## config.mk

```make
export PLATFORM = sky130hd
export DESIGN_NAME = heading_dead_reckoning_flat
export DESIGN_NICKNAME = d
export VERILOG_FILES = /design/src/rtl/hdr_pkg.sv /design/src/rtl/hdr_intf.sv /design/src/rtl/heading_dead_reckoning.sv /design/src/flat_wrapper.sv
export SDC_FILE = /design/constraint.sdc
export NUM_CORES = 2
export LEC_CHECK = 0
export BUFFER_PORTS_ARGS = -buffer_cell sky130_fd_sc_hd__buf_2
export CORE_MARGIN = 2
export CORE_UTILIZATION = 50
export DETAILED_ROUTE_END_ITERATION = 7
export PLACE_DENSITY = 0.75
export SLEW_MARGIN = 40
export SYNTH_ARGS = -nofsm -noshare
export SYNTH_HDL_FRONTEND = slang
export SYNTH_SLANG_ARGS = --single-unit
```

## constraint.sdc

```tcl
create_clock -name clk_i -period 11.8 [get_ports clk_i]
set_input_delay 2.95 -clock clk_i [delete_from_list [all_inputs] [get_ports clk_i]]
set_output_delay 2.95 -clock clk_i [all_outputs]
set_load 0.005 [all_outputs]
```

## src/rtl/hdr_pkg.sv

```systemverilog
// Package with the constants, types and tables of the heading dead-reckoning block.
package hdr_pkg;

  localparam int CORDIC_STEPS = 16;
  localparam int POS_WIDTH    = 48;
  localparam int ARC_LEN      = 24;
  localparam int NSTEPS       = (CORDIC_STEPS < ARC_LEN) ? CORDIC_STEPS : ARC_LEN;
  localparam int STEP_W       = $clog2(NSTEPS);
  localparam int PW1          = POS_WIDTH + 1;
  localparam int EXT_W        = 64;

  localparam int ACT_W   = 2;
  localparam int QUAT_W  = 16;
  localparam int MOVE_W  = 8;
  localparam int SCALE_W = 16;
  localparam int OUT_W   = 48;
  localparam int HEAD_W  = 16;

  // Shared multiplier: 25 x 17 signed.
  localparam int MA_W = 25;
  localparam int MB_W = 17;
  localparam int MP_W = MA_W + MB_W;

  // Accumulator and CORDIC datapath width, and the CORDIC angle width.
  localparam int CW = 44;
  localparam int ZW = 34;

  localparam logic [SCALE_W-1:0]       SCALE_RESET = 16'd655;
  localparam logic signed [HEAD_W-1:0] COS_RESET   = 16'sd32767;
  localparam logic signed [CW-1:0]     GAIN_Q30    = CW'(652032874);
  localparam logic signed [CW-1:0]     ROUND_Q15   = CW'(16384);
  localparam logic signed [CW-1:0]     ACC_Q15_MAX = CW'(32767);
  localparam logic signed [CW-1:0]     ACC_Q15_MIN = -CW'(32768);
  localparam logic signed [ZW-1:0]     Z_QUARTER   = ZW'(64'h4000_0000);
  localparam logic signed [ZW-1:0]     Z_HALF      = ZW'(64'h8000_0000);
  localparam logic [31:0]              HEAD_ROUND  = 32'h0000_8000;

  localparam logic [2:0] MUL_LAST = 3'd6;

  typedef enum logic [ACT_W-1:0] {
    ACT_ORIENT = 2'd0,
    ACT_MOVE   = 2'd1,
    ACT_CLEAR  = 2'd2
  } hdr_action_e;

  typedef enum logic [8:0] {
    ST_IDLE = 9'b0_0000_0001,
    ST_MUL  = 9'b0_0000_0010,
    ST_VSET = 9'b0_0000_0100,
    ST_VEC  = 9'b0_0000_1000,
    ST_RSET = 9'b0_0001_0000,
    ST_ROT  = 9'b0_0010_0000,
    ST_TRIG = 9'b0_0100_0000,
    ST_UPD  = 9'b0_1000_0000,
    ST_DONE = 9'b1_0000_0000
  } hdr_state_e;

  // Arctangent of 2^-n as a 32-bit binary angle (2^32 is a full turn), truncated.
  function automatic logic [31:0] arc_tan(input logic [4:0] n);
    logic [31:0] r;
    case (n)
      5'd0:    r = 32'h2000_0000;
      5'd1:    r = 32'h12E4_051E;
      5'd2:    r = 32'h09FB_385B;
      5'd3:    r = 32'h0511_11D4;
      5'd4:    r = 32'h028B_0D43;
      5'd5:    r = 32'h0145_D7E1;
      5'd6:    r = 32'h00A2_F61E;
      5'd7:    r = 32'h0051_7C55;
      5'd8:    r = 32'h0028_BE53;
      5'd9:    r = 32'h0014_5F2F;
      5'd10:   r = 32'h000A_2F98;
      5'd11:   r = 32'h0005_17CC;
      5'd12:   r = 32'h0002_8BE6;
      5'd13:   r = 32'h0001_45F3;
      5'd14:   r = 32'h0000_A2F9;
      5'd15:   r = 32'h0000_517C;
      5'd16:   r = 32'h0000_28BE;
      5'd17:   r = 32'h0000_145F;
      5'd18:   r = 32'h0000_0A2F;
      5'd19:   r = 32'h0000_0517;
      5'd20:   r = 32'h0000_028B;
      5'd21:   r = 32'h0000_0145;
      5'd22:   r = 32'h0000_00A2;
      5'd23:   r = 32'h0000_0051;
      default: r = 32'h0000_0000;
    endcase
    return r;
  endfunction

endpackage

```

## src/rtl/hdr_intf.sv

```systemverilog
// Valid/ready channel interfaces for the input items and the result items.
interface hdr_item_if;
  import hdr_pkg::*;

  logic                      valid;
  logic                      ready;
  logic [ACT_W-1:0]          action;
  logic signed [QUAT_W-1:0]  quat_real;
  logic signed [QUAT_W-1:0]  quat_i;
  logic signed [QUAT_W-1:0]  quat_j;
  logic signed [QUAT_W-1:0]  quat_k;
  logic signed [MOVE_W-1:0]  move_dx;
  logic signed [MOVE_W-1:0]  move_dy;

  modport source (
    output valid, action, quat_real, quat_i, quat_j, quat_k, move_dx, move_dy,
    input  ready
  );
  modport sink (
    input  valid, action, quat_real, quat_i, quat_j, quat_k, move_dx, move_dy,
    output ready
  );
endinterface

interface hdr_result_if;
  import hdr_pkg::*;

  logic                      valid;
  logic                      ready;
  logic signed [OUT_W-1:0]   out_x;
  logic signed [OUT_W-1:0]   out_y;
  logic signed [HEAD_W-1:0]  out_heading;

  modport source (output valid, out_x, out_y, out_heading, input ready);
  modport sink (input valid, out_x, out_y, out_heading, output ready);
endinterface

```

## src/rtl/heading_dead_reckoning.sv

```systemverilog
// Top level of the heading dead-reckoning position tracker.
// This block keeps a heading and a saturating Q32.16 x/y position. An orientation item
// (action 0) carries a Q14 quaternion; its yaw atan2(2(ij+kr), i*i-j*j-k*k+r*r) is found
// with a vectoring CORDIC and stored as a 16-bit binary angle (32768 is pi), and a
// rotating CORDIC then derives the Q15 cosine and sine of that heading. A motion item
// (action 1) carries signed 8-bit displacement counts, which are scaled by the Q16
// reciprocal held in the configuration register (reset 655, about 1/100), rotated by the
// kept heading and added to the position with saturation. A clear item (action 2) zeroes
// the position, and code 3 changes nothing. Every item returns exactly one result item
// with the position and the heading. All arithmetic goes through one 25 x 17 signed
// multiplier with an accumulator and one CORDIC shift-add stage, run by a small
// sequencer, so the block takes one item at a time and drops in_i.ready while it works.
// With the default sixteen CORDIC steps an orientation item passes through the accept
// state, the multiplier, a setup step, two CORDIC passes of sixteen steps at one step
// per cycle, a step that stores the heading and one that rounds the cosine and sine,
// and the load of the output register before the next item can be accepted. A motion
// item passes through accept, the multiplier for its six products, the position
// update and the output load, and a clear item through accept and the output load.
// A finished result sits in the output register, and a new item is taken while it waits;
// the block only stalls when the next result is ready before the previous one has left.
module heading_dead_reckoning (
  input  logic                         clk_i,
  input  logic                         rst_ni,
  hdr_item_if.sink                     in_i,
  hdr_result_if.source                 out_o,
  input  logic                         cfg_we_i,
  input  logic [hdr_pkg::SCALE_W-1:0]  cfg_wdata_i
);
  import hdr_pkg::*;

  // Sequencer state and counters.
  hdr_state_e        state_q, state_d;
  logic [2:0]        mcnt_q, mcnt_d;
  logic [STEP_W-1:0] n_q, n_d;

  // Architectural state.
  logic [SCALE_W-1:0]       scale_q;
  logic signed [HEAD_W-1:0] heading_q, heading_d;
  logic signed [HEAD_W-1:0] cos_q, cos_d;
  logic signed [HEAD_W-1:0] sin_q, sin_d;
  logic signed [POS_WIDTH-1:0] pos_x_q, pos_x_d;
  logic signed [POS_WIDTH-1:0] pos_y_q, pos_y_d;

  // Latched item.
  logic [ACT_W-1:0]         act_q, act_d;
  logic signed [QUAT_W-1:0] qr_q, qr_d, qi_q, qi_d, qj_q, qj_d, qk_q, qk_d;
  logic signed [MOVE_W-1:0] dx_q, dx_d, dy_q, dy_d;

  // Datapath registers.
  logic signed [MA_W-1:0] d_q, d_d, e_q, e_d;
  logic signed [MP_W-1:0] prod_q;
  logic signed [CW-1:0]   x_q, x_d, y_q, y_d;
  logic signed [ZW-1:0]   z_q, z_d;
  logic                   flip_q, flip_d;

  // Output register.
  logic                     out_valid_q, out_valid_d;
  logic signed [OUT_W-1:0]  out_x_q, out_x_d, out_y_q, out_y_d;
  logic signed [HEAD_W-1:0] out_head_q, out_head_d;

  // Combinational helpers.
  logic signed [MA_W-1:0] mul_a;
  logic signed [MB_W-1:0] mul_b;
  logic signed [MP_W-1:0] mul_p;
  logic signed [CW-1:0]   prod_ext;
  logic signed [CW-1:0]   tx, ty, y2, wx, wy;
  logic signed [ZW-1:0]   arc, zr;
  logic                   turn_neg;
  logic [31:0]            hz;
  logic signed [HEAD_W-1:0] head_new;
  logic signed [EXT_W-1:0]  px_ext, py_ext;
  logic                   step_last;

  // Rounds a Q30 value to Q15 (half up) and saturates it to 16 bits.
  function automatic logic signed [HEAD_W-1:0] q15_of(input logic signed [CW-1:0] v);
    logic signed [CW-1:0] r;
    r = (v + ROUND_Q15) >>> 15;
    if (r > ACC_Q15_MAX) begin
      r = ACC_Q15_MAX;
    end else if (r < ACC_Q15_MIN) begin
      r = ACC_Q15_MIN;
    end
    return r[HEAD_W-1:0];
  endfunction

  // Adds a step to a coordinate and clamps it to the signed position range.
  function automatic logic signed [POS_WIDTH-1:0] sat_add(
    input logic signed [POS_WIDTH-1:0] p,
    input logic signed [CW-1:0]        w
  );
    logic signed [PW1-1:0] s;
    s = PW1'(p) + PW1'(w);
    if (s[PW1-1] != s[PW1-2]) begin
      return s[PW1-1] ? {1'b1, {(POS_WIDTH-1){1'b0}}} : {1'b0, {(POS_WIDTH-1){1'b1}}};
    end
    return s[POS_WIDTH-1:0];
  endfunction

  assign in_i.ready        = (state_q == ST_IDLE);
  assign out_o.valid       = out_valid_q;
  assign out_o.out_x       = out_x_q;
  assign out_o.out_y       = out_y_q;
  assign out_o.out_heading = out_head_q;

  // Operand selection for the shared multiplier. Orientation items form the six
  // quaternion products; motion items first scale the counts, then rotate them.
  always_comb begin
    mul_a = '0;
    mul_b = '0;
    if (act_q == ACT_MOVE) begin
      case (mcnt_q)
        3'd0: begin mul_a = MA_W'(dx_q); mul_b = {1'b0, scale_q}; end
        3'd1: begin mul_a = MA_W'(dy_q); mul_b = {1'b0, scale_q}; end
        3'd2: begin mul_a = d_q;         mul_b = MB_W'(cos_q);    end
        3'd3: begin mul_a = e_q;         mul_b = MB_W'(sin_q);    end
        3'd4: begin mul_a = d_q;         mul_b = MB_W'(sin_q);    end
        3'd5: begin mul_a = e_q;         mul_b = MB_W'(cos_q);    end
        default: begin mul_a = '0;       mul_b = '0;              end
      endcase
    end else begin
      case (mcnt_q)
        3'd0: begin mul_a = MA_W'(qi_q); mul_b = MB_W'(qj_q); end
        3'd1: begin mul_a = MA_W'(qk_q); mul_b = MB_W'(qr_q); end
        3'd2: begin mul_a = MA_W'(qi_q); mul_b = MB_W'(qi_q); end
        3'd3: begin mul_a = MA_W'(qj_q); mul_b = MB_W'(qj_q); end
        3'd4: begin mul_a = MA_W'(qk_q); mul_b = MB_W'(qk_q); end
        3'd5: begin mul_a = MA_W'(qr_q); mul_b = MB_W'(qr_q); end
        default: begin mul_a = '0;       mul_b = '0;          end
      endcase
    end
  end

  assign mul_p    = mul_a * mul_b;
  assign prod_ext = CW'(prod_q);

  // One CORDIC micro-rotation. Both modes share the stage: in the rotating pass the
  // sign of the residual angle picks the direction, in the vectoring pass the sign of y.
  assign tx        = x_q >>> n_q;
  assign ty        = y_q >>> n_q;
  assign arc       = ZW'(arc_tan(5'(n_q)));
  assign turn_neg  = (state_q == ST_ROT) ? !z_q[ZW-1] : (y_q[CW-1] || (y_q == '0));
  assign step_last = (n_q == STEP_W'(NSTEPS - 1));

  // Heading from the vectoring angle: rounded half up to 16 bits and wrapped.
  assign hz       = z_q[31:0] + HEAD_ROUND;
  assign head_new = hz[31:16];
  assign zr       = ZW'(head_new) <<< 16;

  assign y2 = y_q <<< 1;
  assign wx = (x_q + ROUND_Q15) >>> 15;
  assign wy = (y_q + ROUND_Q15) >>> 15;

  assign px_ext = EXT_W'(pos_x_q);
  assign py_ext = EXT_W'(pos_y_q);

  always_comb begin
    state_d     = state_q;
    mcnt_d      = mcnt_q;
    n_d         = n_q;
    heading_d   = heading_q;
    cos_d       = cos_q;
    sin_d       = sin_q;
    pos_x_d     = pos_x_q;
    pos_y_d     = pos_y_q;
    act_d       = act_q;
    qr_d        = qr_q;
    qi_d        = qi_q;
    qj_d        = qj_q;
    qk_d        = qk_q;
    dx_d        = dx_q;
    dy_d        = dy_q;
    d_d         = d_q;
    e_d         = e_q;
    x_d         = x_q;
    y_d         = y_q;
    z_d         = z_q;
    flip_d      = flip_q;
    out_valid_d = out_valid_q;
    out_x_d     = out_x_q;
    out_y_d     = out_y_q;
    out_head_d  = out_head_q;

    if (out_o.ready) begin
      out_valid_d = 1'b0;
    end

    case (state_q)
      ST_IDLE: begin
        if (in_i.valid) begin
          act_d = in_i.action;
          qr_d  = in_i.quat_real;
          qi_d  = in_i.quat_i;
          qj_d  = in_i.quat_j;
          qk_d  = in_i.quat_k;
          dx_d  = in_i.move_dx;
          dy_d  = in_i.move_dy;
          case (in_i.action)
            ACT_ORIENT, ACT_MOVE: begin
              state_d = ST_MUL;
              mcnt_d  = '0;
              x_d     = '0;
              y_d     = '0;
            end
            ACT_CLEAR: begin
              pos_x_d = '0;
              pos_y_d = '0;
              state_d = ST_DONE;
            end
            default: begin
              state_d = ST_DONE;
            end
          endcase
        end
      end

      // The product of the previous count is accumulated while the next one forms.
      ST_MUL: begin
        if (act_q == ACT_MOVE) begin
          case (mcnt_q) inside
            3'd1:       d_d = prod_q[MA_W-1:0];
            3'd2:       e_d = prod_q[MA_W-1:0];
            3'd3:       x_d = x_q + prod_ext;
            3'd4:       x_d = x_q - prod_ext;
            3'd5, 3'd6: y_d = y_q + prod_ext;
            default:    ;
          endcase
        end else begin
          case (mcnt_q) inside
            3'd1, 3'd2: y_d = y_q + prod_ext;
            3'd3, 3'd6: x_d = x_q + prod_ext;
            3'd4, 3'd5: x_d = x_q - prod_ext;
            default:    ;
          endcase
        end
        if (mcnt_q == MUL_LAST) begin
          state_d = (act_q == ACT_MOVE) ? ST_UPD : ST_VSET;
        end else begin
          mcnt_d = mcnt_q + 3'd1;
        end
      end

      // A zero vector gives heading zero; a vector in the left half plane is turned by pi.
      ST_VSET: begin
        n_d = '0;
        if ((x_q == '0) && (y2 == '0)) begin
          z_d     = '0;
          state_d = ST_RSET;
        end else if (x_q[CW-1]) begin
          x_d     = -x_q;
          y_d     = -y2;
          z_d     = Z_HALF;
          state_d = ST_VEC;
        end else begin
          y_d     = y2;
          z_d     = '0;
          state_d = ST_VEC;
        end
      end

      ST_VEC, ST_ROT: begin
        if (turn_neg) begin
          x_d = x_q - ty;
          y_d = y_q + tx;
          z_d = z_q - arc;
        end else begin
          x_d = x_q + ty;
          y_d = y_q - tx;
          z_d = z_q + arc;
        end
        if (step_last) begin
          state_d = (state_q == ST_VEC) ? ST_RSET : ST_TRIG;
        end else begin
          n_d = n_q + STEP_W'(1);
        end
      end

      // Store the heading and fold its angle into the right half plane for rotation.
      ST_RSET: begin
        heading_d = head_new;
        n_d       = '0;
        x_d       = GAIN_Q30;
        y_d       = '0;
        if (zr > Z_QUARTER) begin
          z_d    = zr - Z_HALF;
          flip_d = 1'b1;
        end else if (zr < -Z_QUARTER) begin
          z_d    = zr + Z_HALF;
          flip_d = 1'b1;
        end else begin
          z_d    = zr;
          flip_d = 1'b0;
        end
        state_d = ST_ROT;
      end

      ST_TRIG: begin
        cos_d   = q15_of(flip_q ? -x_q : x_q);
        sin_d   = q15_of(flip_q ? -y_q : y_q);
        state_d = ST_DONE;
      end

      ST_UPD: begin
        pos_x_d = sat_add(pos_x_q, wx);
        pos_y_d = sat_add(pos_y_q, wy);
        state_d = ST_DONE;
      end

      ST_DONE: begin
        if (!out_valid_q || out_o.ready) begin
          out_valid_d = 1'b1;
          out_x_d     = px_ext[OUT_W-1:0];
          out_y_d     = py_ext[OUT_W-1:0];
          out_head_d  = heading_q;
          state_d     = ST_IDLE;
        end
      end

      default: begin
        state_d = ST_IDLE;
      end
    endcase
  end

  always_ff @(posedge clk_i or negedge rst_ni) begin
    if (!rst_ni) begin
      state_q     <= ST_IDLE;
      mcnt_q      <= '0;
      n_q         <= '0;
      out_valid_q <= 1'b0;
      scale_q     <= SCALE_RESET;
      heading_q   <= '0;
      cos_q       <= COS_RESET;
      sin_q       <= '0;
      pos_x_q     <= '0;
      pos_y_q     <= '0;
    end else begin
      state_q     <= state_d;
      mcnt_q      <= mcnt_d;
      n_q         <= n_d;
      out_valid_q <= out_valid_d;
      heading_q   <= heading_d;
      cos_q       <= cos_d;
      sin_q       <= sin_d;
      pos_x_q     <= pos_x_d;
      pos_y_q     <= pos_y_d;
      if (cfg_we_i) begin
        scale_q <= cfg_wdata_i;
      end
    end
  end

  always_ff @(posedge clk_i) begin
    act_q      <= act_d;
    qr_q       <= qr_d;
    qi_q       <= qi_d;
    qj_q       <= qj_d;
    qk_q       <= qk_d;
    dx_q       <= dx_d;
    dy_q       <= dy_d;
    d_q        <= d_d;
    e_q        <= e_d;
    prod_q     <= mul_p;
    x_q        <= x_d;
    y_q        <= y_d;
    z_q        <= z_d;
    flip_q     <= flip_d;
    out_x_q    <= out_x_d;
    out_y_q    <= out_y_d;
    out_head_q <= out_head_d;
  end

endmodule

```

## src/flat_wrapper.sv

```systemverilog
// flat-port wrapper written by rule: the top's interface ports become plain ports
module heading_dead_reckoning_flat import hdr_pkg::*;
  (clk_i, rst_ni, cfg_we_i, cfg_wdata_i, in_i_valid, in_i_action, in_i_quat_real, in_i_quat_i, in_i_quat_j, in_i_quat_k, in_i_move_dx, in_i_move_dy, in_i_ready, out_o_valid, out_o_out_x, out_o_out_y, out_o_out_heading, out_o_ready);
  hdr_item_if in_i_i ();
  hdr_result_if out_o_i ();
  input  logic clk_i;
  input  logic rst_ni;
  input  logic cfg_we_i;
  input  logic [hdr_pkg::SCALE_W-1:0] cfg_wdata_i;
  input wire logic [$bits(in_i_i.valid)-1:0] in_i_valid;
  input wire logic [$bits(in_i_i.action)-1:0] in_i_action;
  input wire logic [$bits(in_i_i.quat_real)-1:0] in_i_quat_real;
  input wire logic [$bits(in_i_i.quat_i)-1:0] in_i_quat_i;
  input wire logic [$bits(in_i_i.quat_j)-1:0] in_i_quat_j;
  input wire logic [$bits(in_i_i.quat_k)-1:0] in_i_quat_k;
  input wire logic [$bits(in_i_i.move_dx)-1:0] in_i_move_dx;
  input wire logic [$bits(in_i_i.move_dy)-1:0] in_i_move_dy;
  output wire logic [$bits(in_i_i.ready)-1:0] in_i_ready;
  output wire logic [$bits(out_o_i.valid)-1:0] out_o_valid;
  output wire logic [$bits(out_o_i.out_x)-1:0] out_o_out_x;
  output wire logic [$bits(out_o_i.out_y)-1:0] out_o_out_y;
  output wire logic [$bits(out_o_i.out_heading)-1:0] out_o_out_heading;
  input wire logic [$bits(out_o_i.ready)-1:0] out_o_ready;
  assign in_i_i.valid = in_i_valid;
  assign in_i_i.action = in_i_action;
  assign in_i_i.quat_real = in_i_quat_real;
  assign in_i_i.quat_i = in_i_quat_i;
  assign in_i_i.quat_j = in_i_quat_j;
  assign in_i_i.quat_k = in_i_quat_k;
  assign in_i_i.move_dx = in_i_move_dx;
  assign in_i_i.move_dy = in_i_move_dy;
  assign in_i_ready = in_i_i.ready;
  assign out_o_valid = out_o_i.valid;
  assign out_o_out_x = out_o_i.out_x;
  assign out_o_out_y = out_o_i.out_y;
  assign out_o_out_heading = out_o_i.out_heading;
  assign out_o_i.ready = out_o_ready;
  heading_dead_reckoning u_core (.clk_i(clk_i), .rst_ni(rst_ni), .in_i(in_i_i), .out_o(out_o_i), .cfg_we_i(cfg_we_i), .cfg_wdata_i(cfg_wdata_i));
endmodule
```

# Yosys cells after proc, flatten, opt, wreduce, memory -nomap -nowiden
# Memory sizes are Yosys's and may differ from the RTL's.
# Index checks and enable logic that the tools add are counted.
op_classes:
  n_eq_ne: 40
  bitwise_logic: 1
  reduce_logical: 43
  muxes: 77
  shifts: 2
  n_lt_le_gt_ge: 6
  multipliers: 1
  addsub: 23
op_table:
  columns: ["operator", "n"]
  rows:
  - ["$mux 44", 25]
  - ["$pmux 44 s5", 2]
  - ["$mux 48", 8]
  - ["$pmux 25 s4", 2]
  - ["$pmux 48 s2", 2]
  - ["$add 44x16->44 const B", 4]
  - ["$mux 34", 4]
  - ["$logic_not 44->1", 3]
  - ["$neg 44->44", 3]
  - ["$pmux 34 s3", 1]
  - ["$add 48x29->49", 2]
  - ["$add 44x42->44", 2]
  - ["$add 44x44->44", 2]
  - ["$sshr 44x4->44", 2]
  - ["$sub 44x44->44", 2]
  - ["$pmux 17 s4", 1]
  - ["$mux 16", 4]
  - ["$pmux 9 s7", 1]
  - ["$gt 29x16->1 const B", 2]
  - ["$lt 29x16->1 const B", 2]
  - ["$pmux 17 s3", 1]
  - ["$mux 9", 5]
  - ["$sub 44x42->44", 1]
  - ["$mul 25x17->42", 1]
  - ["other kinds (57)", 111]
word_totals:
  reg_bits: 586
  inputBits: 103
  out_inout_bits: 114
  rom_bits: 480
  n_memories: 1
mem_list:
  columns: ["memory", "depth", "width", "rd", "rd_ports_with_merged_regs", "write_ports", "line", "text"]
  rows:
  - ["(no name shown)", 16, 30, 1, 0, 0, "hdr_pkg.sv:61", "case (n)"]

# Logic depth before layout (Yosys ltp)
depth:
  word_depth: 9
  mapped_depth: 36
  depth_no_buf: 33

# Worst setup path after synthesis
# No wires, ideal clock.
synth_timing:
  path_kind: "input to register"
  startpoint: "in out_o_ready"
  endpoint: "reg u_core.out_head_q[0] (netlist: u_core.out_o.out_heading[0]) (enable)"
  arrival_time_ns: 8.036
  n_path_buf: 0
  setup_ns: 0.596
  slack_ns: 3.168
  stages: 2
  path_cell_list: "nand2b_1 nor2b_1"
synth_between:
  elab_chain_len: 2
synth_lines:
  columns: ["item", "line", "text"]
  rows:
  - ["from (decl)", "flat_wrapper.sv:23", "input wire logic [$bits(out_o_i.ready)-1:0] out_o_ready;"]
  - ["$logic_or 1x1->1", "heading_dead_reckoning.sv:309", "if (!out_valid_q || out_o.ready) begin"]
  - ["$reduce_and 2->1 (no source line)", null, null]
  - ["to (signal assigned)", "heading_dead_reckoning.sv:369", "out_head_q <= out_head_d;"]
  - ["to (decl)", "heading_dead_reckoning.sv:59", "logic signed [HEAD_W-1:0] out_head_q, out_head_d;"]
# No other way between the ends.
# A chain may end at the register's enable or synchronous reset.

# Worst setup path after layout
layout_timing:
  startpoint: "reg u_core.mcnt_q[2]"
  endpoint: "reg u_core.prod_q[41]"
layout_between:
  elab_chain_len: 5
  elab_cells_between_ends: 22
layout_lines:
  columns: ["item", "line", "text"]
  rows:
  - ["from (decl)", "heading_dead_reckoning.sv:33", "logic [2:0] mcnt_q, mcnt_d;"]
  - ["from (signal assigned)", "heading_dead_reckoning.sv:338", "mcnt_q <= mcnt_d;"]
  - ["$eq 3x3->1 (tied with other cells)", "heading_dead_reckoning.sv:111, heading_dead_reckoning.sv:121", null]
  - ["$reduce_or 2->1 (no source line)", null, null]
  - ["$pmux 25 s4 (tied with other cells)", "heading_dead_reckoning.sv:121", "case (mcnt_q)"]
  - ["$mux 25 or $mux 17 (tied branches)", "heading_dead_reckoning.sv:110", "if (act_q == ACT_MOVE) begin"]
  - ["$mul 25x17->42 *", "heading_dead_reckoning.sv:133", "assign mul_p = mul_a * mul_b;"]
  - ["named net u_core.mul_p[41]", "heading_dead_reckoning.sv:64", "logic signed [MP_W-1:0] mul_p;"]
  - ["to (signal assigned)", "heading_dead_reckoning.sv:362", "prod_q <= mul_p;"]
  - ["to (decl)", "heading_dead_reckoning.sv:51", "logic signed [MP_W-1:0] prod_q;"]
# Mark *: on every way through the listed nets, which the timed path passes. The rest lies on a longest branch.

==> impl_metrics.yaml <==
setup_path:
  regToRegStartpoint: "u_core.mcnt_q[2]"
  r2r-end: "u_core.prod_q[41]"
  critical_path_class: "reg -> reg"
  worstSetupStartpoint: "u_core.mcnt_q[2]"
  start_kind: "flip-flop"
  cp-endpoint: "u_core.prod_q[41]"
  crit_family: "adder cells"
  r2r_cells: 29
  path_depth: 29
  cp.buffers_inverters: 3
  cpPeakStageDelay_ns: 0.84
  slowest_stage: "dfrtp_1"
  worstPathArrival_ns: 10.46
  r2r_slack_ns: 1.93
  critPathCaptureType: "flip-flop"
  cp_max_fo: 26
  required_ns: 12.39
  worst_path_most_repeated_cell: "fa_1"
detailed_routing:
  firstDrtPassIters: 8
  dr_total_vias: 60800
  via_per_inst: 6.40
  routed_wl_um: 229000
  ant_nets: 0
  initialDrtViolationCount: 7858
  drcViolationCount: 0
  wire_per_inst_um: 24.1
die:
  initial_core_util_pct: 50.4
  die_h_um: 370
  dieArea_um2: 137000
  rows: 134
  die_w_um: 370
  ioPinCount: 217
  coreArea_um2: 133000
grt:
  grtUsageTotal_pct: 32.8
  grt_pass1_wl_um: 349000
  grt_antenna_before_repair: 16
  grt_start_max_net_pins: 135
  overflow: 0
  grt_pass1_vias: 57700
yosys:
  synth_area_leader_cell: "edfxtp_1"
  yosys.area.top_type_share_pct: 16.4
  post-synth-top-count-cell: "nand2_1"
  syn_inst: 7728
  synth_cell_types: 106
  yosysSeqAreaShare_pct: 24.3
  yosys_warnings: 0
  synthFlopType: "edfxtp_1"
  synth_fp_nets: 8680
  avgSynthCellArea_um2: 8.69
  synth_common_cells: "nand2_1 (839), nor2_1 (674), inv_1 (659)"
  synth-edff-count: 367
  ys_top_cells_by_area: "edfxtp_1 (16%), fa_1 (13%), ha_1 (7.9%), dfrtp_1 (5.8%), xnor2_1 (5.0%)"
  ys_ff_latch: 586
  synthArstFlopShare_pct: 30.2
  syn-cell-area_um2: 67100
status:
  outcome: "finished, final reports clean"
job:
  maxCapViolations: 0
sta:
  post-route-period-util_pct: 83.7
  min_period_ns: 9.87
  maxSlewViolCount: 0
  finalSetupTns_ns: 0
  fmax_ghz: 0.101
  finalClockSkew_ns: 0.0365
  setup_viol: 0
  finalHoldViolCount: 0
  max_slew_margin_pct: 37.3
  rsz0062_at_grt: "false"
  worst_pin_slew_ns: 0.941
clocking:
  clkLatencyLatePin_ns: 0.69
  cts_tree: "yes"
  h-tree-depth: 3
  ctsHoldBuffers: 0
  clock_sinks: 586
  root_buffer: "clkbuf_16"
  path_clk_slew_ns: 0.06
  clock_path_buffers: 3
  cts_resized: 0
  postCtsSetupBuffers: 0
  cts_made_buffers: 68
final_layout:
  n_fill_cell: 12000
  post-route-util_pct: 54.2
  register_area_um2: 16300
  multi_input_area_um2: 46900
  drive_gt1_share_pct: 9.64
  nets: 8624
  area_growth_pct: 7.67
worst_hold_path:
  hold_path_class: "reg -> reg"
place:
  hpwl_um: 177000
  finalWeightedCongestion: 1.05
  io_buffer_count: 216
==> registers in the layout, indices dropped and copies added, names as in the netlist, 3 cells and up <==
signal                    cells
u_core.cos_q                 16
u_core.d_q                   25
u_core.dx_q                   8
u_core.dy_q                   8
u_core.e_q                   25
u_core.heading_q             16
u_core.mcnt_q                 3
u_core.n_q                    4
u_core.out_o.out_heading     16
u_core.out_o.out_x           48
u_core.out_o.out_y           48
u_core.pos_x_q               48
u_core.pos_y_q               48
u_core.prod_q                42
u_core.qi_q                  16
u_core.qj_q                  16
u_core.qk_q                  16
u_core.qr_q                  16
u_core.scale_q               16
u_core.sin_q                 16
u_core.state_q                9
u_core.x_q                   44
u_core.y_q                   44
u_core.z_q                   34
==> through the flow <==
stage               cells  setup WS [ns]  hold WS [ns]  instance area [µm²]
finish               9500           1.93         0.435                72300
global route         9495           1.18         0.453                72300
CTS                  9493           2.03         0.440                72200
detailed placement   9368           2.08         0.435                69900
global placement     9363           2.12         0.435                69700
floorplan            7728           3.17         0.425                67100
==> kinds of logic after synthesis <==
group,share of synthesized area (%)
AOI/OAI and AO/OA,18.3
xor gates and xnor gates,8.01
adders and majority gates,20.6
buffers and inverters,6.39
DFF,24.3
muxes,4.99
and+or+nand+nor,17.4
==> cell type report <==
cell class / count / area share (%)
Clock inverter: 42 / 0.658
Timing Repair Buffer: 334 / 2.82
Sequential cell: 586 / 22.6
Tap cell: 1768 / 3.06
Antenna cell: 5 / 0.0173
Clock buffer: 83 / 2.56
Inverter: 664 / 3.45
Multi-Input combinational cell: 6018 / 64.8
==> routing by layer <==
layer	global-route usage [%]	up-vias	wire length, µm
met5	0	-	96
met2	48.2	3497	96800
met1	46.1	29500	93200
li1	-	27300	-
met3	8.68	496	27900
met4	12.9	16	10600
==> layout by cell type, fill, tap and decap left out, types with 71 or more instances in the layout <==
master	netlist	routed
a221o_1	112	112
nor3_1	197	192
inv_1	659	655
mux2i_1	86	86
fa_1	423	423
buf_2	36	215
mux4_2	88	88
dfrtp_1	155	151
edfxtp_1	367	367
o21ai_0	424	421
buf_4	0	109
a21o_1	137	137
a21oi_1	441	439
ha_1	426	426
and3_1	91	91
xor2_1	234	234
nor2_1	674	668
nand2_1	839	835
xnor2_1	380	378
clkbuf_16	0	71
nand3_1	156	154
==> worst min-delay path by stage <==
stage,cells after the start,end,slack (ns),from
floorplan,0,u_core.out_o.out_heading[0],0.42,u_core.heading_q[0]
global placement,0,u_core.out_o.out_heading[13],0.44,u_core.heading_q[13]
detailed placement,0,u_core.out_o.out_heading[5],0.43,u_core.heading_q[5]
CTS,0,u_core.out_o.out_heading[5],0.44,u_core.heading_q[5]
global route,0,u_core.out_o.out_heading[5],0.45,u_core.heading_q[5]
finish,0,u_core.out_o.out_heading[5],0.43,u_core.heading_q[5]
Power is not shown: default switching activity piles up to over one toggle a cycle in this logic, so the estimate is an artifact.
